### src/design/ppd_pkg.sv
// ----------------------------------------------------------------------------
// ppd_pkg: shared types and constants of the path point densifier.
// Holds the job descriptor passed from the front end to the back end.
// ----------------------------------------------------------------------------
package ppd_pkg;

	localparam int IO_W = 17;

	// Front-end sequencer states.
	typedef enum logic [1:0] {
		FE_IDLE,
		FE_SQRT,
		FE_DIV,
		FE_PUSH
	} fe_state_t;

	// Back-end sequencer states.
	typedef enum logic [2:0] {
		BE_IDLE,
		BE_LOAD,
		BE_DIV,
		BE_MID,
		BE_KEY
	} be_state_t;

	// One job handed to the back end: new key point, midpoint count, clip flag.
	typedef struct packed {
		logic signed [IO_W-1:0] kx;
		logic signed [IO_W-1:0] ky;
		logic signed [IO_W-1:0] kh;
		logic signed [IO_W-1:0] ka;
		logic [5:0]             n;
		logic                   clip;
	} job_t;

endpackage

### src/design/ppd_front.sv
// ----------------------------------------------------------------------------
// ppd_front: accepts key points, finds the distance by a bit-serial square
// root and the midpoint count by a restoring divider, then queues a job.
// ----------------------------------------------------------------------------
module ppd_front #(
	parameter int MAX_MIDPOINTS = 63,
	parameter int COORD_BITS = 18
) (
	input  logic                         clk,
	input  logic                         arst_n,
	input  logic [15:0]                  min_spacing,
	input  logic                         in_valid,
	output logic                         in_stall,
	input  logic signed [16:0]           key_x,
	input  logic signed [16:0]           key_y,
	input  logic signed [16:0]           key_heading,
	input  logic signed [16:0]           key_accel,
	input  logic                         path_start,
	output logic                         job_valid,
	input  logic                         job_stall,
	output ppd_pkg::job_t                job,
	output logic signed [COORD_BITS-1:0] prev_x,
	output logic signed [COORD_BITS-1:0] prev_y,
	output logic signed [COORD_BITS-1:0] prev_h,
	output logic signed [COORD_BITS-1:0] prev_a
);
	import ppd_pkg::*;

	localparam int CW = COORD_BITS;
	localparam int DW = CW + 1;
	localparam int SQW = 2 * DW + 2;
	localparam int RW = DW + 1;
	localparam int CNT_W = $clog2(RW + 1);

	fe_state_t state_q, state_d;
	logic signed [CW-1:0] kx_q, ky_q, kh_q, ka_q;
	logic start_q, have_prev_q;
	logic [SQW-1:0] rem_q;
	logic [SQW-1:0] root_q;
	logic [SQW-1:0] bit_q;
	logic [RW-1:0]  dq_q;
	logic [RW-1:0]  dr_q;
	logic [CNT_W-1:0] cnt_q;
	logic [5:0] n_q;
	logic clip_q;
	logic [15:0] sp;
	logic signed [CW-1:0] wx, wy, wh, wa;
	logic signed [DW-1:0] dx, dy;
	logic [DW-1:0] ux, uy;
	logic [2*DW-1:0] sq_x, sq_y;
	logic [RW:0] trial;
	logic [SQW-1:0] sq_sum;
	logic [RW-1:0] root_len;

	assign sp = (min_spacing == 16'd0) ? 16'd1 : min_spacing;
	assign wx = CW'(key_x);
	assign wy = CW'(key_y);
	assign wh = CW'(key_heading);
	assign wa = CW'(key_accel);
	assign dx = DW'(kx_q) - DW'(prev_x);
	assign dy = DW'(ky_q) - DW'(prev_y);
	assign ux = dx[DW-1] ? DW'(-dx) : dx;
	assign uy = dy[DW-1] ? DW'(-dy) : dy;
	assign sq_x = ux * ux;
	assign sq_y = uy * uy;
	assign sq_sum = root_q + bit_q;
	assign root_len = RW'(root_q);
	assign trial = {dr_q, dq_q[RW-1]} - (RW+1)'(sp);

	always_comb begin
		state_d = state_q;
		case (state_q)
			FE_IDLE: if (in_valid) state_d = FE_SQRT;
			FE_SQRT: begin
				// The load cycle is the only one with a zero count.
				if (start_q || !have_prev_q) state_d = FE_PUSH;
				else if (bit_q == '0 && cnt_q != '0) state_d = FE_DIV;
			end
			FE_DIV:  if (cnt_q == '0) state_d = FE_PUSH;
			FE_PUSH: if (!job_stall) state_d = FE_IDLE;
			default: state_d = FE_IDLE;
		endcase
	end

	always_comb begin
		in_stall = (state_q != FE_IDLE);
		job_valid = (state_q == FE_PUSH);
		job.kx = IO_W'(kx_q);
		job.ky = IO_W'(ky_q);
		job.kh = IO_W'(kh_q);
		job.ka = IO_W'(ka_q);
		job.n = n_q;
		job.clip = clip_q;
	end

	always_ff @(posedge clk or negedge arst_n) begin
		if (!arst_n) begin
			state_q <= FE_IDLE;
			have_prev_q <= 1'b0;
			prev_x <= '0; prev_y <= '0; prev_h <= '0; prev_a <= '0;
		end else begin
			state_q <= state_d;
			if (state_q == FE_PUSH && !job_stall) begin
				have_prev_q <= 1'b1;
				prev_x <= kx_q; prev_y <= ky_q; prev_h <= kh_q; prev_a <= ka_q;
			end
		end
	end

	always_ff @(posedge clk) begin
		case (state_q)
			FE_IDLE: begin
				kx_q <= wx; ky_q <= wy; kh_q <= wh; ka_q <= wa;
				start_q <= path_start;
				n_q <= '0;
				clip_q <= 1'b0;
				rem_q <= '0;
				root_q <= '0;
				bit_q <= '0;
				cnt_q <= '0;
			end
			FE_SQRT: begin
				if (bit_q == '0 && rem_q == '0 && root_q == '0 && cnt_q == '0) begin
					// First cycle: load the squared distance.
					rem_q <= SQW'(sq_x) + SQW'(sq_y);
					bit_q <= SQW'(1) << (SQW - 2);
					cnt_q <= CNT_W'(1);
				end else if (bit_q != '0) begin
					if (rem_q >= sq_sum) begin
						rem_q <= rem_q - sq_sum;
						root_q <= (root_q >> 1) + bit_q;
					end else begin
						root_q <= root_q >> 1;
					end
					bit_q <= bit_q >> 2;
				end else begin
					dq_q <= root_len;
					dr_q <= '0;
					cnt_q <= CNT_W'(RW);
				end
			end
			FE_DIV: begin
				if (cnt_q != '0) begin
					if (!trial[RW]) begin
						dr_q <= trial[RW-1:0];
						dq_q <= {dq_q[RW-2:0], 1'b1};
					end else begin
						dr_q <= {dr_q[RW-2:0], dq_q[RW-1]};
						dq_q <= {dq_q[RW-2:0], 1'b0};
					end
					cnt_q <= cnt_q - CNT_W'(1);
				end
				if (cnt_q == '0) begin
					if (root_len > RW'(sp)) begin
						if (dq_q - RW'(1) > RW'(MAX_MIDPOINTS)) begin
							n_q <= 6'(MAX_MIDPOINTS);
							clip_q <= 1'b1;
						end else begin
							n_q <= 6'(dq_q - RW'(1));
						end
					end
				end
			end
			default: ;
		endcase
	end

	assert property (@(posedge clk) disable iff (!arst_n)
		job_valid |-> job.n <= 6'(MAX_MIDPOINTS))
		else $error("count above limit");
	assert property (@(posedge clk) disable iff (!arst_n)
		job.clip && job_valid |-> job.n == 6'(MAX_MIDPOINTS))
		else $error("clip without saturation");
	assert property (@(posedge clk) disable iff (!arst_n)
		job_valid |-> in_stall)
		else $error("accept while job pending");
endmodule

### src/design/ppd_back.sv
// ----------------------------------------------------------------------------
// ppd_back: emits the midpoints of one job and then the key point. Each
// midpoint is computed by a shared rounding divider, one quotient bit a cycle.
// ----------------------------------------------------------------------------
module ppd_back #(
	parameter int COORD_BITS = 18
) (
	input  logic                         clk,
	input  logic                         arst_n,
	input  logic                         job_valid,
	output logic                         job_stall,
	input  ppd_pkg::job_t                job,
	input  logic signed [COORD_BITS-1:0] prev_x,
	input  logic signed [COORD_BITS-1:0] prev_y,
	input  logic signed [COORD_BITS-1:0] prev_h,
	input  logic signed [COORD_BITS-1:0] prev_a,
	output logic                         out_valid,
	input  logic                         out_stall,
	output logic signed [16:0]           point_x,
	output logic signed [16:0]           point_y,
	output logic signed [16:0]           point_heading,
	output logic signed [16:0]           point_accel,
	output logic                         is_key,
	output logic                         run_last,
	output logic                         clipped
);
	import ppd_pkg::*;

	localparam int CW = COORD_BITS;
	localparam int DW = CW + 1;
	localparam int NW = DW + 8;    // |2*k*diff + d| fits
	localparam int CNT_W = $clog2(NW + 1);

	be_state_t state_q, state_d;
	job_t job_q;
	logic signed [CW-1:0] px_q, py_q, ph_q, pa_q;
	logic [5:0] k_q;
	logic [1:0] lane_q;
	logic [CNT_W-1:0] cnt_q;
	logic [NW-1:0] num_q, q_q;
	logic [7:0] rem_q;
	logic neg_q;
	logic signed [CW-1:0] res_q [4];
	logic out_free, emit_mid, emit_key;
	logic [6:0] d;
	logic [7:0] den;
	logic [8:0] trial;
	logic signed [DW-1:0] diff;
	logic signed [CW-1:0] base;
	logic signed [NW-1:0] prod;
	logic signed [NW-1:0] num_s;
	logic [NW-1:0] num_mag;
	logic [NW-1:0] q_fin;
	logic signed [CW-1:0] lane_res;

	// The divisor is 2*(n+1); the added half of it rounds halves upward.
	assign d = {1'b0, job_q.n} + 7'd1;
	assign den = {d, 1'b0};
	assign trial = {rem_q, num_q[NW-1]} - {1'b0, den};
	assign prod = NW'(diff) * NW'($signed({1'b0, k_q}));
	assign num_s = {prod[NW-2:0], 1'b0} + NW'(d);
	assign num_mag = num_s[NW-1] ? NW'(-num_s) : num_s;
	// Floor division of a negative numerator: negate and round the magnitude up.
	assign q_fin = neg_q ? NW'(-(q_q + NW'(rem_q != 8'd0))) : q_q;
	assign lane_res = base + CW'(q_fin);

	always_comb begin
		case (lane_q)
			2'd0: begin
				diff = DW'(CW'(job_q.kx)) - DW'(px_q);
				base = px_q;
			end
			2'd1: begin
				diff = DW'(CW'(job_q.ky)) - DW'(py_q);
				base = py_q;
			end
			2'd2: begin
				diff = DW'(CW'(job_q.kh)) - DW'(ph_q);
				base = ph_q;
			end
			default: begin
				diff = DW'(CW'(job_q.ka)) - DW'(pa_q);
				base = pa_q;
			end
		endcase
	end

	always_comb begin
		job_stall = (state_q != BE_IDLE);
		out_free = !out_valid || !out_stall;
		emit_mid = (state_q == BE_MID) && out_free;
		emit_key = (state_q == BE_KEY) && out_free;
	end

	always_comb begin
		state_d = state_q;
		case (state_q)
			BE_IDLE: begin
				if (job_valid) state_d = (job.n != 6'd0) ? BE_LOAD : BE_KEY;
			end
			BE_LOAD: state_d = BE_DIV;
			BE_DIV: begin
				if (cnt_q == '0) state_d = (lane_q == 2'd3) ? BE_MID : BE_LOAD;
			end
			BE_MID: begin
				if (out_free) state_d = (k_q == job_q.n) ? BE_KEY : BE_LOAD;
			end
			BE_KEY: begin
				if (out_free) state_d = BE_IDLE;
			end
			default: state_d = BE_IDLE;
		endcase
	end

	always_ff @(posedge clk or negedge arst_n) begin
		if (!arst_n) begin
			state_q <= BE_IDLE;
			out_valid <= 1'b0;
		end else begin
			state_q <= state_d;
			if (emit_mid || emit_key) out_valid <= 1'b1;
			else if (!out_stall) out_valid <= 1'b0;
		end
	end

	always_ff @(posedge clk) begin
		case (state_q)
			BE_IDLE: begin
				if (job_valid) begin
					job_q <= job;
					px_q <= prev_x; py_q <= prev_y; ph_q <= prev_h; pa_q <= prev_a;
					k_q <= 6'd1;
					lane_q <= 2'd0;
				end
			end
			BE_LOAD: begin
				num_q <= num_mag;
				neg_q <= num_s[NW-1];
				q_q <= '0;
				rem_q <= '0;
				cnt_q <= CNT_W'(NW);
			end
			BE_DIV: begin
				if (cnt_q != '0) begin
					if (!trial[8]) begin
						rem_q <= trial[7:0];
						q_q <= {q_q[NW-2:0], 1'b1};
					end else begin
						rem_q <= {rem_q[6:0], num_q[NW-1]};
						q_q <= {q_q[NW-2:0], 1'b0};
					end
					num_q <= {num_q[NW-2:0], 1'b0};
					cnt_q <= cnt_q - CNT_W'(1);
				end else begin
					res_q[lane_q] <= lane_res;
					lane_q <= lane_q + 2'd1;
				end
			end
			BE_MID: begin
				if (emit_mid) begin
					point_x <= IO_W'(res_q[0]); point_y <= IO_W'(res_q[1]);
					point_heading <= IO_W'(res_q[2]);
					point_accel <= IO_W'(res_q[3]);
					is_key <= 1'b0; run_last <= 1'b0; clipped <= job_q.clip;
					k_q <= k_q + 6'd1;
				end
			end
			BE_KEY: begin
				if (emit_key) begin
					point_x <= job_q.kx; point_y <= job_q.ky;
					point_heading <= job_q.kh; point_accel <= job_q.ka;
					is_key <= 1'b1; run_last <= 1'b1; clipped <= job_q.clip;
				end
			end
			default: ;
		endcase
	end

	assert property (@(posedge clk) disable iff (!arst_n)
		out_valid && run_last |-> is_key)
		else $error("last beat is not the key point");
	assert property (@(posedge clk) disable iff (!arst_n)
		out_valid && out_stall |=> out_valid && $stable(point_x) && $stable(point_y)
			&& $stable(is_key) && $stable(run_last))
		else $error("stalled beat changed");
	assert property (@(posedge clk) disable iff (!arst_n)
		job_valid && !job_stall |=> state_q != BE_IDLE)
		else $error("job lost");
endmodule

### src/design/path_point_densifier.sv
// ----------------------------------------------------------------------------
// path_point_densifier: top level.
// Densifies a path given by key points with evenly spaced midpoints.
// ----------------------------------------------------------------------------
// Key points are taken one at a time. For a key point that follows another
// point of the same path the front end goes through an accept state, a load
// step, a bit-serial square root of the squared x-y distance, a step that
// starts the divide, a restoring divide by the spacing register and a
// hand-over state. A path start or the first key point after reset skips the
// root and the divide. For each midpoint the back end uses one shared divider
// that rounds k*diff/(n+1) for the four coordinates in turn (a load state,
// a COORD_BITS+9 bit quotient and a store step each), followed by the
// midpoint beat; the key point beat comes last. Output stalls hold the back
// end on the pending beat. The front end holds a finished job until the back
// end is idle, so it can work on the next key point while the back end is
// still emitting beats for the previous one.
module path_point_densifier #(
	parameter int MAX_MIDPOINTS = 63,
	parameter int COORD_BITS = 18
) (
	input  logic                  clk,
	input  logic                  arst_n,
	input  logic                  cfg_we,
	input  logic [15:0]           cfg_wdata,
	input  logic                  in_valid,
	output logic                  in_stall,
	input  logic signed [16:0]    key_x,
	input  logic signed [16:0]    key_y,
	input  logic signed [16:0]    key_heading,
	input  logic signed [16:0]    key_accel,
	input  logic                  path_start,
	output logic                  out_valid,
	input  logic                  out_stall,
	output logic signed [16:0]    point_x,
	output logic signed [16:0]    point_y,
	output logic signed [16:0]    point_heading,
	output logic signed [16:0]    point_accel,
	output logic                  is_key,
	output logic                  run_last,
	output logic                  clipped
);
	import ppd_pkg::*;

	logic [15:0] min_spacing_q;
	logic job_valid, job_stall;
	job_t job;
	logic signed [COORD_BITS-1:0] prev_x, prev_y, prev_h, prev_a;

	// The spacing register resets to one half in Q8.
	always_ff @(posedge clk or negedge arst_n) begin
		if (!arst_n) min_spacing_q <= 16'd128;
		else if (cfg_we) min_spacing_q <= cfg_wdata;
	end

	ppd_front #(.MAX_MIDPOINTS(MAX_MIDPOINTS), .COORD_BITS(COORD_BITS)) u_front (
		.clk, .arst_n, .min_spacing(min_spacing_q), .in_valid, .in_stall,
		.key_x, .key_y, .key_heading, .key_accel, .path_start,
		.job_valid, .job_stall, .job, .prev_x, .prev_y, .prev_h, .prev_a
	);

	ppd_back #(.COORD_BITS(COORD_BITS)) u_back (
		.clk, .arst_n, .job_valid, .job_stall, .job,
		.prev_x, .prev_y, .prev_h, .prev_a,
		.out_valid, .out_stall, .point_x, .point_y, .point_heading, .point_accel,
		.is_key, .run_last, .clipped
	);
endmodule

### config.mk
export PLATFORM = sky130hd
export DESIGN_NAME = path_point_densifier
export DESIGN_NICKNAME = d
export VERILOG_FILES = /design/src/design/ppd_pkg.sv /design/src/design/ppd_front.sv /design/src/design/ppd_back.sv /design/src/design/path_point_densifier.sv
export SDC_FILE = /design/constraint.sdc
export NUM_CORES = 2
export LEC_CHECK = 0
export ABC_AREA = 1
export ABC_CLOCK_PERIOD_IN_PS = 28800
export BUFFER_PORTS_ARGS = -buffer_cell sky130_fd_sc_hd__buf_2
export CORE_MARGIN = 3
export CORE_UTILIZATION = 37
export CTS_CLUSTER_SIZE = 14
export DETAILED_ROUTE_END_ITERATION = 10
export GPL_TIMING_DRIVEN = 1
export SYNTH_ARGS = -nofsm -noshare
export SYNTH_HDL_FRONTEND = slang
export SYNTH_SLANG_ARGS = --single-unit
### constraint.sdc
create_clock -name clk -period 28.8 [get_ports clk]
set_input_delay 5.76 -clock clk [delete_from_list [all_inputs] [get_ports clk]]
set_output_delay 5.76 -clock clk [all_outputs]
set_load 0.005 [all_outputs]
Word level (Yosys, flattened, before mapping)
Memory sizes are Yosys's and may differ from the RTL's.
Index checks and enable logic that the tools add are counted.
{"block": "word_totals", "mem_bits_rw": 72, "regBits": 612, "output_inout_bits": 73, "elab_cells": 255, "in_bits": 90, "mem_count": 1}
{"block": "op_classes", "order_cmp": 3, "n_reduce_logical": 52, "eq_ne": 33, "n_mux": 93, "n_addsub": 25, "multipliers": 3}
{"name": "u_back.res_q", "words": 4, "width": 18, "rd": 4, "rd_clocked_by_memory_dff": 0, "wr": 1, "line_no": "ppd_back.sv:43", "text": "logic signed [CW-1:0] res_q [4];"}
{"operator": "$mux 40", "n": 8}
{"operator": "$pmux 40 s2", "n": 3}
{"operator": "$mux 20", "n": 7}
{"operator": "$mux 17", "n": 8}
{"operator": "$pmux 17 s2", "n": 4}
{"operator": "$logic_not 40->1", "n": 3}
{"operator": "$sub 17x17->18", "n": 6}
{"operator": "$pmux 20 s2", "n": 2}
{"operator": "$mul 19x19->38", "n": 2}
{"operator": "$pmux 19 s3", "n": 1}
{"operator": "$mux 27", "n": 2}
{"operator": "$pmux 18 s3", "n": 1}
{"operator": "$pmux 27 s2", "n": 1}
{"operator": "$add 39x40->40", "n": 1}
{"operator": "$add 40x40->40", "n": 1}
{"operator": "$ge 40x40->1", "n": 1}
{"operator": "$reduce_bool 40->1", "n": 1}
{"operator": "$sub 40x40->40", "n": 1}
{"operator": "$add 38x38->39", "n": 1}
{"operator": "$mux 19", "n": 2}
{"operator": "$neg 19->19", "n": 2}
{"operator": "$mux 18", "n": 2}
{"operator": "$pmux 18 s2", "n": 1}
{"operator": "$mux 6", "n": 5}
{"operator": "54 further kinds", "n": 143}

Longest topological paths before layout
{"block": "logic_depth", "word_depth": 7, "ltp_mapped": 53, "mapped_depth_nobuf": 52}

Modules after synthesis
From an unflattened synthesis, not the netlist that was laid out.
{"block": "hier_totals", "cells_unflattened": 8509, "hier_area_um2": 69670.6}
{"mod": "ppd_front", "n_inst": 1, "cells_each": 5411, "seq_area_each_um2": 8413.1, "area_per_inst_um2": 43501.7}
{"mod": "ppd_back", "n_inst": 1, "cells_each": 3030, "seq_area_each_um2": 10640.2, "area_per_inst_um2": 25523.2}
{"mod": "path_point_densifier", "n_inst": 1, "cells_each": 68, "seq_area_each_um2": 401.6, "area_per_inst_um2": 645.6}

Worst setup path after synthesis
No wires, ideal clock.
{"block": "synth_timing", "path_type": "input -> register", "startpoint": "in out_stall", "endpoint": "reg u_back.clipped, enable pin", "path_stages": 3, "path_buffers": 0, "setup_ns": 0.521, "t_arrival_ns": 9.338, "path_slack_ns": 18.941, "path_cell_list": "nand2_1 -> inv_1 -> a21oi_1"}
{"block": "synth_via", "elab_chain_len": 5, "word_cells_on_any_way": 7}
{"item": "start, declared", "line_no": "path_point_densifier.sv:33", "text": "input logic out_stall,"}
{"item": "$logic_not 1->1 (*)", "line_no": "ppd_back.sv:90", "text": "out_free = !out_valid || !out_stall;"}
{"item": "$logic_or 1x1->1 (*)", "line_no": "ppd_back.sv:90"}
{"item": "$logic_and 1x1->1 (on tied branches)", "line_no": "ppd_back.sv:91, ppd_back.sv:92"}
{"item": "$ne 2x1->1 (no source line)"}
{"item": "$reduce_and 3->1 (no source line) (*)"}
{"item": "end signal, assigned", "line_no": "ppd_back.sv:164", "text": "is_key <= 1'b0; run_last <= 1'b0; clipped <= job_q.clip;"}
{"item": "end signal, assigned", "line_no": "ppd_back.sv:172", "text": "is_key <= 1'b1; run_last <= 1'b1; clipped <= job_q.clip;"}
{"item": "end, declared", "line_no": "ppd_back.sv:25", "text": "output logic clipped"}
Every way passes the cells marked *; elsewhere a longest branch is shown, timed or not.
A chain may end at the register's enable or synchronous reset.

Final worst setup path
{"block": "layout_timing", "startpoint": "reg u_front.ky_q[8]", "endpoint": "reg u_front.rem_q[29] (data pin)"}
{"block": "layout_via", "elab_chain_len": 7}
{"item": "start, declared", "line_no": "ppd_front.sv:36", "text": "logic signed [CW-1:0] kx_q, ky_q, kh_q, ka_q;"}
{"item": "start signal, assigned", "line_no": "ppd_front.sv:113", "text": "kx_q <= wx; ky_q <= wy; kh_q <= wh; ka_q <= wa;"}
{"item": "$sub 17x17->18 (*)", "line_no": "ppd_front.sv:61", "text": "assign dy = DW'(ky_q) - DW'(prev_y);"}
{"item": "$neg 19->19", "line_no": "ppd_front.sv:63", "text": "assign uy = dy[DW-1] ? DW'(-dy) : dy;"}
{"item": "$mux 19 (*)", "line_no": "ppd_front.sv:63"}
{"item": "$mul 19x19->38 (*)", "line_no": "ppd_front.sv:65", "text": "assign sq_y = uy * uy;"}
{"item": "$add 38x38->39 (*)", "line_no": "ppd_front.sv:125", "text": "rem_q <= SQW'(sq_x) + SQW'(sq_y);"}
{"item": "$mux 40 (*)", "line_no": "ppd_front.sv:123", "text": "if (bit_q == '0 && rem_q == '0 && root_q == '0 && cnt_q == '0) begin"}
{"item": "$pmux 40 s2 (*)", "line_no": "ppd_front.sv:111", "text": "case (state_q)"}
{"item": "end signal, assigned", "line_no": "ppd_front.sv:125"}
{"item": "end signal, assigned", "line_no": "ppd_front.sv:130", "text": "rem_q <= rem_q - sq_sum;"}
{"item": "end, declared", "line_no": "ppd_front.sv:38", "text": "logic [SQW-1:0] rem_q;"}
Marks and branches as above.

==> summary.md <==
| Metric | Value |
|---|---|
| Status | `completed` |
| Root buffer cell | `clkbuf_16` |
| I/O pin cnt | `163` |
| Max_slew headroom | `0.179` |
| First-pass GRT wire length | `between 200,000 and 300,000 microns` |
| TritonCTS clock tree | `done` |
| CP Launch Point | `u_front.ky_q[8]` |
| Area grow syn2layout | `9.80%` |
| Vias in the first global route | `approximately 53,000` |
| Final setup viols | `0` |
| Sequential element share of the synthesized area | `0.294` |
| Layout cells sized above 1 | `0.0536` |
| Die height | `428 microns` |
| Starting Density | `0.373` |
| Max stage delay on crit path | `1010 ps` |
| Fin. max-slew vios | `0` |
| PortBufs | `162` |
| R2R depth | `34` |
| FMAX | `roughly 90 MHz` |
| Worst path slowest cell | `xor2_1` |
| H-tree depth | `3` |
| Post-synthesis cell count | `7,761` |
| Crit path max fanout | `26` |
| CTS Sinks | `659` |
| Dpl cell area | `slightly below 0.07 sq mm` |
| Mapped Avg Cell Area | `8.47 sq um` |
| CP Capture Type | `flip-flop` |
| Worst R2R Start | `u_front.ky_q[8]` |
| Setup crit end | `u_front.rem_q[29]` |
| Layout Cells excl Fill | `10,381` |
| CTS buffer count | `76` |
| # resized after CTS | `0` |
| Detailed-route via count | `52,282` |
| Overflow after GRT | `0` |
| Insertion delay to the later sink of the worst-skew pair | `730 ps` |
| Die area | `0.183 sq mm` |
| WL final | `around 190,000 microns` |
| Vias per cell | `5.04` |
| Yosys warning count | `0` |
| Main flop type after synthesis | `edfxtp_1` |
| CP Data Required Time | `29,200 ps` |
| Count of max-cap constraint violations | `0` |
| 1st-iter DRT viols | `4,008` |
| Clock Skew | `74.2 ps` |
| Largest net degree at the start of global routing | `approximately 210` |
| Critical Path Most Common Cell | `fa_1` |
| Placed insts | `10,238` |
| Cts hold-fix bufs | `0` |
| Wirelength per Cell | `18.5 microns` |
| Gpl congestion | `0.981` |
| Setup crit start kind | `flip-flop` |
| RSZ-0062 raised after global routing | `false` |
| DIE WIDTH | `428 microns` |
| Antenna violations before repair | `5` |
| Drc violations | `0` |
| EDFF count, synth | `568` |
| Register-to-register setup slack | `17,710 ps` |
| Pre-CTS setup slack | `17,880 ps` |
| Total GRT Usage | `0.211` |
| Final Hold Fails | `0` |
| Hold path startpoint | `u_front.ka_q[15]` |
| Register bit total from synthesis | `659` |
| Fin area | `0.0722 sq mm` |
| Total negative slack | `0 ps` |
| Cell variety after synth | `just under 70` |
| Setup ws final | `17,710 ps` |
| Clock-pin slew on the worst setup and hold paths | `60 ps` |
| Min Tclk post-route | `11,090 ps` |
| Row count | `between 150 and 200` |
| Worst slew pin tran | `roughly 1200 ps` |
| Final Net Count | `between 9,000 and 10,000` |
| Final clock period utilization by the worst path | `0.385` |
| Post-route ant nets | `0` |
| Core region area | `0.176 sq mm` |
| Data arrival, critical path | `11,490 ps` |
| 1st-pass router iterations | `5` |
| HPWL Detailed | `159,000 microns` |
| Worst setup path class | `reg2reg` |
| R2R Path End | `u_front.rem_q[29]` |
| Synth Cell Area | `0.0658 sq mm` |
| Worst min-delay path class | `reg2reg` |
| Number of setup buffers added after CTS | `0` |
| Fillers | `17,819` |
| Clk buf depth | `3` |
| FFs w/ async S/R, synth | `0.138` |
## final cells by class
class	instances	area, sq um	area share
multi-input combinational	5466	40300	0.558
sequential	659	19300	0.268
inverter	1570	5890	0.0816
tap	2340	2930	0.0405
clock buffer	102	2100	0.0291
timing repair buffer	203	1130	0.0157
clock inverter	39	523	0.00724
antenna	2	5.00	0.0000693
## worst min path at each step
stage                                  end  cells after the start
final                     u_back.job_q[22]                      0
after global routing      u_back.job_q[58]                      0
after CTS                 u_back.job_q[22]                      0
after detailed placement    u_back.clipped                      0
after global placement      u_back.clipped                      0
after floorplan             u_back.clipped                      0
## cell families (layout without fill, tap and decap cells)
logic type,Yosys count,after routing,share of synthesized area
and+or+nand+nor,2867,2867,0.180
buffers and inverters,1722,1914,0.0992
adders and majority gates,1202,1202,0.304
AOI/OAI and AO/OA,1076,1076,0.0908
DFF,659,659,0.294
xor gates and xnor gates,233,233,0.0320
other,2,90,0.000114
## worst max-delay path, delay by kind of cell, from the launching register on
kind | cells | cell delay (ps)
and+or+nand+nor | 9 | 1390
AOI/OAI and AO/OA | 10 | 2410
buffers and inverters | 4 | 630
DFF | 1 | 440
adders and majority gates | 10 | 4890
xor gates and xnor gates | 1 | 1010
## synthesized netlist by cell type (all sizes together) (3+ instances only)
library cell	instances	area, sq um
clkbuf	118	443
o21bai	24	180
nor2	698	2660
buf	34	186
o22ai	22	138
xor2	142	1280
inv	1561	5860
o21ai	404	2030
nand2	1624	6130
o221ai	7	61.3
or2	32	200
dfrtp	90	2250
or4	3	22.5
nand3b	12	90.1
a211oi	10	75.1
a221oi	20	175
fa	660	13200
xnor2	91	820
a21boi	8	60.1
o21a	22	165
and3	3	18.8
nand3	262	1330
nand4	99	619
a31oi	32	200
ha	542	6780
o2111ai	16	140
a22oi	3	22.5
clkinv	9	33.8
o211ai	15	113
edfxtp	568	17100
a21o	22	165
a21oi	447	2240
o31ai	9	67.6
and2	3	18.8
nor4	42	275
nor3	86	445
## flip-flops by register name, indices dropped and copies added, names as in the netlist, 20 cells and up
register	cells
u_back.num_q	27
u_front.dr_q	20
u_front.root_q	40
u_back.res_q	68
u_front.bit_q	20
u_front.rem_q	40
u_back.job_q	75
u_front.dq_q	20
## cell usage in the layout (no fill, tap or decap), types with 22 or more instances in the layout
cell / n
nand4_1: 99
inv_2: 22
xnor2_1: 88
buf_2: 161
fa_1: 660
ha_1: 540
conb_1: 88
a31oi_1: 32
clkbuf_16: 77
a21oi_1: 443
nand3_1: 257
nor2_1: 685
dfrtp_1: 90
a21o_1: 22
o22ai_1: 22
nor4_1: 40
o21bai_1: 24
nor3_1: 82
inv_1: 1539
or2_2: 29
o21ai_0: 391
xor2_1: 138
buf_4: 41
edfxtp_1: 568
nand2_1: 1609
## metrics by stage
step,hold WS (ps),util
3_5_place_dp,411,0.394
3_3_place_gp,403,0.394
6_report,407,0.409
4_1_cts,409,0.409
2_1_floorplan,400,-
5_1_grt,427,0.409
## per-layer routing
layer | GRT usage | up-vias | share of wire
li1 | - | 25175 | -
met3 | 0.0283 | 264 | 0.058
met5 | 0 | - | 0.00018
met2 | 0.364 | 1485 | 0.49
met1 | 0.272 | 25354 | 0.42
met4 | 0.0722 | 4 | 0.036
Power is not shown: default switching activity piles up to over one toggle a cycle in this logic, so the estimate is an artifact.
